File: config.mk
export PLATFORM = sky130hd
export DESIGN_NAME = bounded_list_insert_delete_search_core
export DESIGN_NICKNAME = d
export VERILOG_FILES = /design/src/design/blids_pkg.sv /design/src/design/bounded_list_insert_delete_search_core.sv /design/src/design/blids_ram.sv /design/src/design/blids_cmp.sv
export SDC_FILE = /design/constraint.sdc
export NUM_CORES = 1
export LEC_CHECK = 0
export ABC_AREA = 0
export BUFFER_PORTS_ARGS = -buffer_cell sky130_fd_sc_hd__buf_2
export CORE_MARGIN = 3
export CORE_UTILIZATION = 44
export CTS_CLUSTER_DIAMETER = 200
export CTS_CLUSTER_SIZE = 8
export DETAILED_ROUTE_END_ITERATION = 10
export PLACE_DENSITY_LB_ADDON = 0.3
export SLEW_MARGIN = 20
export SYNTH_ARGS = -nofsm -noshare
export SYNTH_HDL_FRONTEND = slang
export SYNTH_SLANG_ARGS = --single-unit
File: constraint.sdc
create_clock -name aclk -period 14.6 [get_ports aclk]
set_input_delay 4.38 -clock aclk [delete_from_list [all_inputs] [get_ports aclk]]
set_output_delay 4.38 -clock aclk [all_outputs]
set_load 0.01 [all_outputs]
File: src/design/blids_pkg.sv
// ----------------------------------------------------------------------------
// Bounded list core package
// Shared types, codes and widths for the bounded list insert/delete/search core.
// ----------------------------------------------------------------------------
`default_nettype none

package blids_pkg;

    localparam int unsigned DEPTH_DEF = 16;   // default list capacity
    localparam int unsigned DATA_W    = 32;   // width of one list entry
    localparam int unsigned OP_W      = 3;    // operation code width
    localparam int unsigned CNT_W     = 5;    // result count field width
    localparam int unsigned ST_W      = 2;    // result status field width
    localparam int unsigned M_DATA_W  = 8;    // count and status, padded to a byte

    typedef enum logic [OP_W-1:0] {
        OP_PUSH_FRONT = 3'd0,
        OP_PUSH_BACK  = 3'd1,
        OP_LENGTH     = 3'd2,
        OP_COUNT      = 3'd3,
        OP_POP_FRONT  = 3'd4,
        OP_POP_BACK   = 3'd5,
        OP_REMOVE     = 3'd6
    } op_t;

    typedef enum logic [ST_W-1:0] {
        ST_OK       = 2'd0,
        ST_EMPTY    = 2'd1,
        ST_NOTFOUND = 2'd2,
        ST_FULL     = 2'd3
    } status_t;

    typedef enum logic [2:0] {
        S_IDLE,
        S_SCAN_RD,
        S_SCAN_CMP,
        S_SHIFT_RD,
        S_SHIFT_WR,
        S_DONE
    } state_t;

    // Control from the sequencer to the compare unit
    typedef struct packed {
        logic load;   // latch the search key, clear the match count
        logic step;   // compare the current entry, accumulate a hit
    } cmp_ctl_t;

endpackage : blids_pkg

`default_nettype wire

File: src/design/bounded_list_insert_delete_search_core.sv
// ----------------------------------------------------------------------------
// Bounded list insert/delete/search core
// Ordered list of signed 32-bit values in a circular RAM, driven by a small
// sequencer and one shared compare unit.
// ----------------------------------------------------------------------------
// The list holds up to DEPTH signed 32-bit values, front first, and comes out
// of reset empty. Each input beat carries an operation code on s_tuser and a
// value on s_tdata; each one gives exactly one result beat with a count and a
// status. The values sit in a circular buffer in a single RAM with one read
// and one write port, so front and back inserts and removals only move the
// head pointer or the length (an insert also writes one entry) and go from
// accept straight to the done step. Count-matches walks the list through the
// RAM read port and the shared comparator, a read and a compare per entry.
// Remove-first-match scans the same way up to the match at position k, then
// closes the gap with one read and one write per moved entry. The registered
// RAM read data is why each entry takes a read step before its compare or
// write step. The result sits in an output register, so the next beat is
// taken while a result still waits for m_tready; the result after that holds
// in the done step until the register is taken. The count field is the low
// 5 bits of the true count when DEPTH exceeds 31.
// ----------------------------------------------------------------------------
`default_nettype none

module bounded_list_insert_delete_search_core #(
    parameter int unsigned DEPTH = blids_pkg::DEPTH_DEF
) (
    input  wire logic                            aclk,
    input  wire logic                            aresetn,
    // input channel
    input  wire logic                            s_tvalid,
    output logic                                 s_tready,
    input  wire logic [blids_pkg::DATA_W-1:0]    s_tdata,  // [31:0] value (signed)
    input  wire logic [blids_pkg::OP_W-1:0]      s_tuser,  // [2:0] op
    // result channel
    output logic                                 m_tvalid,
    input  wire logic                            m_tready,
    output logic      [blids_pkg::M_DATA_W-1:0]  m_tdata   // [4:0] count, [6:5] status, [7] 0
);

    import blids_pkg::*;

    localparam int unsigned AW = $clog2(DEPTH);          // RAM address
    localparam int unsigned LW = $clog2(DEPTH + 1);      // length, 0..DEPTH
    localparam int unsigned SW = $clog2(2 * DEPTH);      // head + length
    localparam int unsigned XW = (LW > CNT_W) ? LW : CNT_W;

    // ------------------------------------------------------------------
    // Pointer helpers: wrap within DEPTH entries
    // ------------------------------------------------------------------
    function automatic logic [AW-1:0] ptr_inc(input logic [AW-1:0] p);
        ptr_inc = (p == AW'(DEPTH - 1)) ? '0 : p + AW'(1);
    endfunction

    function automatic logic [AW-1:0] ptr_dec(input logic [AW-1:0] p);
        ptr_dec = (p == '0) ? AW'(DEPTH - 1) : p - AW'(1);
    endfunction

    function automatic logic [AW-1:0] ptr_add(input logic [AW-1:0] h,
                                              input logic [LW-1:0] l);
        logic [SW-1:0] s;
        s = SW'(h) + SW'(l);
        if (s >= SW'(DEPTH)) begin
            s = s - SW'(DEPTH);
        end
        ptr_add = s[AW-1:0];
    endfunction

    // truncate or extend a list count to the result field
    function automatic logic [CNT_W-1:0] to_cnt(input logic [LW-1:0] c);
        logic [XW-1:0] t;
        t = XW'(c);
        to_cnt = t[CNT_W-1:0];
    endfunction

    // ------------------------------------------------------------------
    // State
    // ------------------------------------------------------------------
    state_t         state_reg,   state_next;
    op_t            op_reg,      op_next;
    logic [AW-1:0]  head_reg,    head_next;    // physical slot of the front
    logic [LW-1:0]  len_reg,     len_next;
    logic [LW-1:0]  idx_reg,     idx_next;     // logical position under work
    logic [AW-1:0]  ptr_reg,     ptr_next;     // physical slot of idx_reg
    logic [LW-1:0]  res_cnt_reg, res_cnt_next;
    status_t        res_st_reg,  res_st_next;
    logic           m_valid_reg, m_valid_next;
    logic [CNT_W-1:0] m_cnt_reg, m_cnt_next;
    status_t        m_st_reg,    m_st_next;

    // RAM and compare unit hookup
    logic              ram_we;
    logic [AW-1:0]     ram_waddr;
    logic [DATA_W-1:0] ram_wdata;
    logic [AW-1:0]     ram_raddr;
    logic [DATA_W-1:0] ram_rdata;
    cmp_ctl_t          cmp_ctl;
    logic              cmp_hit;
    logic [LW-1:0]     cmp_total;

    logic              last_entry;

    blids_ram #(
        .WIDTH (DATA_W),
        .DEPTH (DEPTH)
    ) u_ram (
        .aclk  (aclk),
        .we    (ram_we),
        .waddr (ram_waddr),
        .wdata (ram_wdata),
        .raddr (ram_raddr),
        .rdata (ram_rdata)
    );

    blids_cmp #(
        .CW (LW)
    ) u_cmp (
        .aclk    (aclk),
        .ctl     (cmp_ctl),
        .key_in  (s_tdata),
        .data_in (ram_rdata),
        .hit     (cmp_hit),
        .total   (cmp_total)
    );

    assign s_tready   = (state_reg == S_IDLE);
    assign last_entry = ((idx_reg + LW'(1)) == len_reg);

    // ------------------------------------------------------------------
    // Sequencer
    // ------------------------------------------------------------------
    always_comb begin
        state_next   = state_reg;
        op_next      = op_reg;
        head_next    = head_reg;
        len_next     = len_reg;
        idx_next     = idx_reg;
        ptr_next     = ptr_reg;
        res_cnt_next = res_cnt_reg;
        res_st_next  = res_st_reg;
        m_cnt_next   = m_cnt_reg;
        m_st_next    = m_st_reg;
        // drop the output beat once taken
        m_valid_next = m_valid_reg & ~m_tready;

        ram_we    = 1'b0;
        ram_waddr = head_reg;
        ram_wdata = s_tdata;
        ram_raddr = ptr_reg;
        cmp_ctl   = '0;

        case (state_reg)
            S_IDLE: begin
                if (s_tvalid) begin
                    op_next     = op_t'(s_tuser);
                    state_next  = S_DONE;
                    res_cnt_next = len_reg;
                    res_st_next  = ST_OK;
                    case (op_t'(s_tuser))
                        OP_PUSH_FRONT: begin
                            if (len_reg == LW'(DEPTH)) begin
                                res_st_next = ST_FULL;
                            end else begin
                                head_next    = ptr_dec(head_reg);
                                ram_we       = 1'b1;
                                ram_waddr    = ptr_dec(head_reg);
                                len_next     = len_reg + LW'(1);
                                res_cnt_next = len_reg + LW'(1);
                            end
                        end
                        OP_PUSH_BACK: begin
                            if (len_reg == LW'(DEPTH)) begin
                                res_st_next = ST_FULL;
                            end else begin
                                ram_we       = 1'b1;
                                ram_waddr    = ptr_add(head_reg, len_reg);
                                len_next     = len_reg + LW'(1);
                                res_cnt_next = len_reg + LW'(1);
                            end
                        end
                        OP_LENGTH: begin
                            res_cnt_next = len_reg;
                        end
                        OP_COUNT: begin
                            // an empty list counts zero at once
                            if (len_reg != '0) begin
                                cmp_ctl.load = 1'b1;
                                idx_next     = '0;
                                ptr_next     = head_reg;
                                state_next   = S_SCAN_RD;
                            end
                        end
                        OP_POP_FRONT: begin
                            if (len_reg == '0) begin
                                res_st_next = ST_EMPTY;
                            end else begin
                                head_next    = ptr_inc(head_reg);
                                len_next     = len_reg - LW'(1);
                                res_cnt_next = len_reg - LW'(1);
                            end
                        end
                        OP_POP_BACK: begin
                            if (len_reg == '0) begin
                                res_st_next = ST_EMPTY;
                            end else begin
                                len_next     = len_reg - LW'(1);
                                res_cnt_next = len_reg - LW'(1);
                            end
                        end
                        OP_REMOVE: begin
                            if (len_reg == '0) begin
                                res_st_next = ST_EMPTY;
                            end else begin
                                cmp_ctl.load = 1'b1;
                                idx_next     = '0;
                                ptr_next     = head_reg;
                                state_next   = S_SCAN_RD;
                            end
                        end
                        default: begin
                            // unused code: leave the list alone, report length
                            res_cnt_next = len_reg;
                        end
                    endcase
                end
            end

            S_SCAN_RD: begin
                ram_raddr  = ptr_reg;
                state_next = S_SCAN_CMP;
            end

            S_SCAN_CMP: begin
                cmp_ctl.step = 1'b1;
                if (op_reg == OP_COUNT) begin
                    if (last_entry) begin
                        res_cnt_next = cmp_total;
                        res_st_next  = ST_OK;
                        state_next   = S_DONE;
                    end else begin
                        idx_next   = idx_reg + LW'(1);
                        ptr_next   = ptr_inc(ptr_reg);
                        state_next = S_SCAN_RD;
                    end
                end else if (cmp_hit) begin
                    if (last_entry) begin
                        // match at the back: no gap to close
                        len_next     = len_reg - LW'(1);
                        res_cnt_next = len_reg - LW'(1);
                        res_st_next  = ST_OK;
                        state_next   = S_DONE;
                    end else begin
                        state_next = S_SHIFT_RD;
                    end
                end else if (last_entry) begin
                    res_cnt_next = len_reg;
                    res_st_next  = ST_NOTFOUND;
                    state_next   = S_DONE;
                end else begin
                    idx_next   = idx_reg + LW'(1);
                    ptr_next   = ptr_inc(ptr_reg);
                    state_next = S_SCAN_RD;
                end
            end

            S_SHIFT_RD: begin
                // fetch the successor of the slot being filled
                ram_raddr  = ptr_inc(ptr_reg);
                state_next = S_SHIFT_WR;
            end

            S_SHIFT_WR: begin
                ram_we    = 1'b1;
                ram_waddr = ptr_reg;
                ram_wdata = ram_rdata;
                if ((idx_reg + LW'(2)) == len_reg) begin
                    len_next     = len_reg - LW'(1);
                    res_cnt_next = len_reg - LW'(1);
                    res_st_next  = ST_OK;
                    state_next   = S_DONE;
                end else begin
                    idx_next   = idx_reg + LW'(1);
                    ptr_next   = ptr_inc(ptr_reg);
                    state_next = S_SHIFT_RD;
                end
            end

            S_DONE: begin
                // hold until the output register is free or being emptied
                if (!m_valid_reg || m_tready) begin
                    m_valid_next = 1'b1;
                    m_cnt_next   = to_cnt(res_cnt_reg);
                    m_st_next    = res_st_reg;
                    state_next   = S_IDLE;
                end
            end

            default: begin
                state_next = S_IDLE;
            end
        endcase
    end

    always_ff @(posedge aclk) begin
        if (!aresetn) begin
            state_reg   <= S_IDLE;
            head_reg    <= '0;
            len_reg     <= '0;
            m_valid_reg <= 1'b0;
        end else begin
            state_reg   <= state_next;
            head_reg    <= head_next;
            len_reg     <= len_next;
            m_valid_reg <= m_valid_next;
        end
    end

    // payload and cursor registers
    always_ff @(posedge aclk) begin
        op_reg      <= op_next;
        idx_reg     <= idx_next;
        ptr_reg     <= ptr_next;
        res_cnt_reg <= res_cnt_next;
        res_st_reg  <= res_st_next;
        m_cnt_reg   <= m_cnt_next;
        m_st_reg    <= m_st_next;
    end

    assign m_tvalid = m_valid_reg;
    assign m_tdata  = {1'b0, m_st_reg, m_cnt_reg};

    // ------------------------------------------------------------------
    // Assertions
    // ------------------------------------------------------------------
    a_len_bound: assert property (@(posedge aclk) disable iff (!aresetn)
        len_reg <= LW'(DEPTH))
        else $error("list length exceeds capacity");

    a_head_bound: assert property (@(posedge aclk) disable iff (!aresetn)
        head_reg <= AW'(DEPTH - 1))
        else $error("head pointer out of range");

    a_shift_len: assert property (@(posedge aclk) disable iff (!aresetn)
        (state_reg == S_SHIFT_WR) |-> (len_reg >= LW'(2)))
        else $error("gap close with fewer than two entries");

    a_result_from_done: assert property (@(posedge aclk) disable iff (!aresetn)
        $rose(m_valid_reg) |-> $past(state_reg == S_DONE))
        else $error("result beat raised outside the done step");

    a_len_stable_in_scan: assert property (@(posedge aclk) disable iff (!aresetn)
        (state_reg == S_SCAN_RD || state_reg == S_SHIFT_RD) |=> $stable(len_reg))
        else $error("length changed in the middle of a walk");

endmodule : bounded_list_insert_delete_search_core

`default_nettype wire

File: src/design/blids_ram.sv
// ----------------------------------------------------------------------------
// Generic simple dual-port RAM
// One write port and one read port; read data is registered.
// ----------------------------------------------------------------------------
`default_nettype none

module blids_ram #(
    parameter int unsigned WIDTH = 32,
    parameter int unsigned DEPTH = 16
) (
    input  wire logic                     aclk,
    input  wire logic                     we,
    input  wire logic [$clog2(DEPTH)-1:0] waddr,
    input  wire logic [WIDTH-1:0]         wdata,
    input  wire logic [$clog2(DEPTH)-1:0] raddr,
    output logic      [WIDTH-1:0]         rdata
);

    logic [WIDTH-1:0] mem_reg [DEPTH];
    logic [WIDTH-1:0] rdata_reg;

    always_ff @(posedge aclk) begin
        if (we) begin
            mem_reg[waddr] <= wdata;
        end
        rdata_reg <= mem_reg[raddr];
    end

    assign rdata = rdata_reg;

endmodule : blids_ram

`default_nettype wire

File: src/design/blids_cmp.sv
// ----------------------------------------------------------------------------
// Shared compare unit
// Holds the search key, compares one entry per step and counts the hits.
// ----------------------------------------------------------------------------
`default_nettype none

module blids_cmp #(
    parameter int unsigned CW = 5
) (
    input  wire logic                          aclk,
    input  wire blids_pkg::cmp_ctl_t           ctl,
    input  wire logic [blids_pkg::DATA_W-1:0]  key_in,
    input  wire logic [blids_pkg::DATA_W-1:0]  data_in,
    output logic                               hit,
    output logic      [CW-1:0]                 total
);

    import blids_pkg::*;

    logic [DATA_W-1:0] key_reg;
    logic [CW-1:0]     cnt_reg;

    assign hit   = (data_in == key_reg);
    // running total including the entry under compare now
    assign total = cnt_reg + CW'(hit);

    always_ff @(posedge aclk) begin
        if (ctl.load) begin
            key_reg <= key_in;
            cnt_reg <= '0;
        end else if (ctl.step) begin
            cnt_reg <= total;
        end
    end

endmodule : blids_cmp

`default_nettype wire
---- After elaboration in Yosys (flattened, before gate mapping) ----
Memory sizes are Yosys's and may differ from the RTL's. A register that Yosys moved wholly into a read port is not among the register bits.
Index checks and enable logic that the tools add are counted.
word-level totals
  register bits after elaboration ......... 76
  memory bits (writable) .................. 512
  input bits .............................. 39
  word-level logic and storage cells ...... 157
  memories ................................ 1
cells by class
  add/sub/neg operators ................... 10
  order comparisons ....................... 1
  equal/unequal tests ..................... 30
  mux-type cells .......................... 80
  bitwise logic cells ..................... 2
  reduce and logical (&&, ||, !) cells .... 20
memories
  memory         depth  width  rd ports  clocked after Yosys merged registers in  write ports  line             text
  u_ram.mem_reg  16     32     1         1                                        1            blids_ram.sv:19  logic [WIDTH-1:0] mem_reg [DEPTH];
operator list
  cell                                                                    number
  5-bit 2-to-1 mux                                                        18
  4-bit 2-to-1 mux                                                        16
  5-bit one-hot mux with 3 select lines                                   3
  32-bit equality test                                                    1
  32-bit 2-to-1 mux                                                       1
  4-bit one-hot mux with 2 select lines                                   4
  3-bit 2-to-1 mux                                                        9
  5-bit one-hot mux with 2 select lines                                   2
  3-bit one-hot mux with 6 select lines                                   1
  3-bit equality test (second input constant)                             5
  2-bit 2-to-1 mux                                                        7
  2-bit inequality test (second input constant)                           7
  1-bit 2-to-1 mux                                                        13
  3-bit by 2-bit equality test with 1-bit output (second input constant)  4
  4-bit one-hot mux with 3 select lines                                   1
  4-bit AND reduction                                                     3
  5-bit by 1-bit adder with 5-bit output (second input constant)          2
  5-bit equality test                                                     2
  3-bit inequality test (second input constant)                           3
  4-bit by 1-bit adder with 4-bit output (second input constant)          2
  4-bit equality test (second input constant)                             2
  4-bit by 1-bit subtractor with 4-bit output (second input constant)     2
  7-bit AND reduction                                                     1
  3-bit by 1-bit equality test with 1-bit output (second input constant)  2
  other kinds (27)                                                        32

---- Logic depth before layout (Yosys ltp) ----
  depth in word-level cells ............... 7
  depth in mapped cells ................... 10
  depth with buffers taken out ............ 10

---- By module ----
From an unflattened synthesis, not the netlist that was laid out.
unflattened totals
  cells, all modules ...................... 1390
  area, all modules ....................... 24737.5 sq um
modules (own cells, without submodules)
  module                                  instances  cells an instance  area each (sq um)  seq. area each (sq um)
  blids_ram                               1          838                19854.0            16015.4
  bounded_list_insert_delete_search_core  1          451                3328.2             1041.0
  blids_cmp                               1          101                1555.2             1061.0

---- Least setup slack after synthesis ----
No wires, ideal clock.
  path kind ............................... input-to-reg
  from .................................... input s_tuser[2] (netlist name)
  to ...................................... memory u_ram.mem_reg[13][0] (enable)
  data arrival time ....................... 7.825 ns
  setup slack ............................. 6.314 ns
  cell stages on the path ................. 7
  path through ............................ clkbuf_1 or2_2 a211oi_1 a21oi_1 o41ai_1 nand2_1 nor3_1
between the ends
  word-level cells in the longest chain between the ends .. 7
  elaborated cells on any way between the ends .. 11
  those cells by class .................... eq/ne: 1; mux: 8; reduce/logical: 2
ends and longest elaborated chain
  what                                                                                        line                                           text
  from (decl)                                                                                 bounded_list_insert_delete_search_core.sv:33   input wire logic [blids_pkg::OP_W-1:0] s_tuser,
  3-bit by 1-bit equality test with 1-bit output / 3-bit logical NOT (equally long branches)  bounded_list_insert_delete_search_core.sv:158  case (op_t'(s_tuser))
  2-bit OR reduction (no source line)                                                         --
  1-bit 2-to-1 mux                                                                            --
  1-bit 2-to-1 mux                                                                            bounded_list_insert_delete_search_core.sv:153  if (s_tvalid) begin
  1-bit one-hot mux with 2 select lines                                                       bounded_list_insert_delete_search_core.sv:151  case (state_reg)
  1-bit 2-to-1 mux                                                                            blids_ram.sv:23                                if (we) begin
  1-bit 2-to-1 mux (implied by the code)                                                      blids_ram.sv:24                                mem_reg[waddr] <= wdata;
  to (decl)                                                                                   blids_ram.sv:19
Several ways; a longest one is shown, not always the timed one.

---- Worst setup path in the final report ----
  from .................................... input s_tuser[2] (netlist name)
  to ...................................... memory u_ram.mem_reg[14][24] (enable)
The elaborated chain is that of the path after synthesis.

==> reports/metrics.yaml <==
status: "finished clean"
multi_input_area_sq_mm: 0.00652
cp_max_fo: 32
p_leak_uw: 0.00957
slowest_stage: "buf_4"
cts_sinks: 620
h-tree-depth: 3
ioPinCount: 49
diodes: 0
syn_nets: 1501
synth_edf_count: 570
grtUsageTotal_pct: 19.0
cts_resized: 0
worstPathCellList: "buf_2 -> nor3b_1 -> o21ai_1 -> o21a_1 -> a311oi_1 -> nand2b_1 -> nor3_2 -> buf_4"
drt_first_pass_iters: 5
period_needed_ps: 6500
overflow: 0
worstPathRequired_ps: 14830
vias: 13400
setup_viol: 0
synth_area_sq_mm: 0.0250
numPortBuffers: 47
synth.top_cell.area_share_pct: 68.4
grt_antenna_before_repair: 1
place.gp.congestion: 0.852
grt_pass1_vias: 13900
nFillCells: 4594
clock_latency_ps: 620
crit_arrival_ps: 6740
synth_cell_types: 69
cpPeakStageDelay_ps: 540
rr_worst_depth: 8
ys_top_cells_by_area: "edfxtp_1, mux4_2, dfxtp_1"
rows: 86
synth-async-reset-ratio_pct: 0
clockRootBuffer: "clkbuf_16"
antenna_left: 0
synth_largest_area_cell: "edfxtp_1"
clockBufferDepth: 3
drive_gt1_share_pct: 21.3
fmax_ghz: 0.154
coreArea_sq_mm: 0.0557
wl_per_cell_um: 23.5
yosysWarnings: 0
syn_avg_cell_area_sq_um: 17.3
synth_top_family_by_area: "multiplexers"
grt_start_max_net_pins: 129
synth-xor-area-share_pct: 2.03
holdWs_ps: 415
synthSimpleGateAreaFrac_pct: 5.68
ys_seq_area_share_pct: 72.4
finalCritPeriodShare_pct: 44.5
hp-class: "reg -> reg"
yosys_most_used_dff: "edfxtp_1"
crit_path_end: "u_ram.mem_reg[14][24]$_DFFE_PP_"
vdd_drop_max_mv: 0.131
grt_pass1_wl_um: 85600
dp_hpwl_um: 32100
crit_path_start_kind: "input port"
synthAdderAreaFrac_pct: 0.730
power-per-cell-area_mw_per_mm2: 210
grt_setup_unrepaired: "no"
path_clk_slew_ps: 50
rr_startpoint: "ptr_reg[0]$_DFFE_PP_"
largest_reg_flops: 512
worst_pin_slew_ps: 1200
cts_buffers: 87
layout.area.seq_sq_mm: 0.0181
r2r-end: "u_ram.rdata[24]$_DFF_P_"
worst_clock_skew_ps: 19.3
report.final.slew_viol_count: 0
drt_wl_total_um: 55600
die_area_sq_mm: 0.0598
slew-limit-headroom_pct: 19.2
r2r_setup_slack_ps: 10060
initial_core_util_pct: 44.9
finalHoldViolations: 0
maxCapViolations: 0
floorplan.die.width_um: 245
dr.first_iter.drc_count: 1256
cts_hold_buf: 0
synth_compound_area_share_pct: 5.07
ys_seq_elements: 620
avgViaCountPerCell: 5.68
worst-setup-path-type: "in -> reg"
synth_cells: 1448
route.detailed.drc: 0
cts_tree: "yes"
post-cts-setup-buffer-count: 0
syn2layout_area_growth_pct: 15.2
synthMuxAreaShare_pct: 11.9
die_h_um: 245
nNetsFinal: 1594
critPathLaunch: "s_tuser[2]"
cp-end-kind: "flip-flop"
setup_tns_ps: 0
-- stage by stage --
step	cell area, sq um	setup WS, ps	std cells	total power (uW)	util [%]
floorplan	25000	6310	1448	3670	-
global placement	26200	7600	2200	4190	47.1
detailed placement	26200	7540	2200	4220	47.1
CTS	28900	8160	2361	6110	51.8
global route	28900	7900	2361	6350	51.8
finish	28900	8100	2361	6050	51.8
-- metal layers --
metal  up-vias  GRT usage [%]  wire, um
met5         -              0        18
met4         2           6.39      1470
met3       116           3.36      2890
met2       429           31.1     27400
met1      6936           26.0     23800
li1       5924              -         -
-- Yosys cell counts, drive strengths merged, types with 4 or more instances --
master and n:
nor4 9, nand2 169, nand3 16, mux4 128, mux2i 7, ha 13
nor2 45, or2 4, buf 40, xnor2 14, nor3b 5, a22oi 36
clkbuf 37, a31oi 6, inv 46, o21ai 39, a21oi 22, dfxtp 50
or3 9, nor3 22, edfxtp 570, nand2b 6, xor2 44, o211ai 38
-- logic make-up (layout without fill, tap and decap cells) --
logic type                 count (synthesis)  count (layout)
and+or+nand+nor                          311             311
DFF                                      620             620
xor gates and xnor gates                  58              58
muxes                                    137             137
other                                      1               1
buffers and inverters                    123             288
adders and majority gates                 14              14
AOI/OAI and AO/OA                        184             184
-- worst max-delay path, delay by kind of cell --
family | cells | cell delay, ps
compound gates | 3 | 840
buf+inv | 2 | 750
simple gates | 3 | 750
-- power breakdown --
group | total, uW | internal [uW] | switching (uW)
logic | 1730 | 658 | 1070
registers | 2430 | 2320 | 118
clock network | 1890 | 1170 | 720
total | 6050 | 4140 | 1900
-- area by class of cell --
type | count | area share [%]
flip-flops and latches | 620 | 62.8
multi-input cells | 705 | 22.6
clock buffers | 156 | 8.66
well taps | 748 | 3.24
repair buffers | 81 | 1.74
inverters | 46 | 0.598
clock inverters | 5 | 0.377
-- layout by cell type (no fill, tap or decap), types with 35 or more instances in the layout --
cell type / instances
a22oi_1: 35
buf_2: 47
clkbuf_1: 66
clkbuf_16: 90
dfxtp_1: 50
edfxtp_1: 570
inv_1: 46
mux4_2: 128
nand2_1: 168
nor2_1: 44
o211ai_1: 38
xor2_1: 44
-- worst min-delay path by stage --
stage / start / end / slack [ps] / depth (start not counted)
final: res_cnt_reg[3]$_DFFE_PP_ / m_cnt_reg[3]$_DFFE_PP_ / 410 / 0
after detailed placement: res_cnt_reg[3]$_DFFE_PP_ / m_cnt_reg[3]$_DFFE_PP_ / 400 / 0
after global routing: res_cnt_reg[3]$_DFFE_PP_ / m_cnt_reg[3]$_DFFE_PP_ / 420 / 0
after global placement: res_cnt_reg[3]$_DFFE_PP_ / m_cnt_reg[3]$_DFFE_PP_ / 400 / 0
after floorplan: res_cnt_reg[0]$_DFFE_PP_ / m_cnt_reg[0]$_DFFE_PP_ / 400 / 0
after CTS: res_cnt_reg[3]$_DFFE_PP_ / m_cnt_reg[3]$_DFFE_PP_ / 420 / 0
No activity file was read; power rests on OpenSTA's default activity.
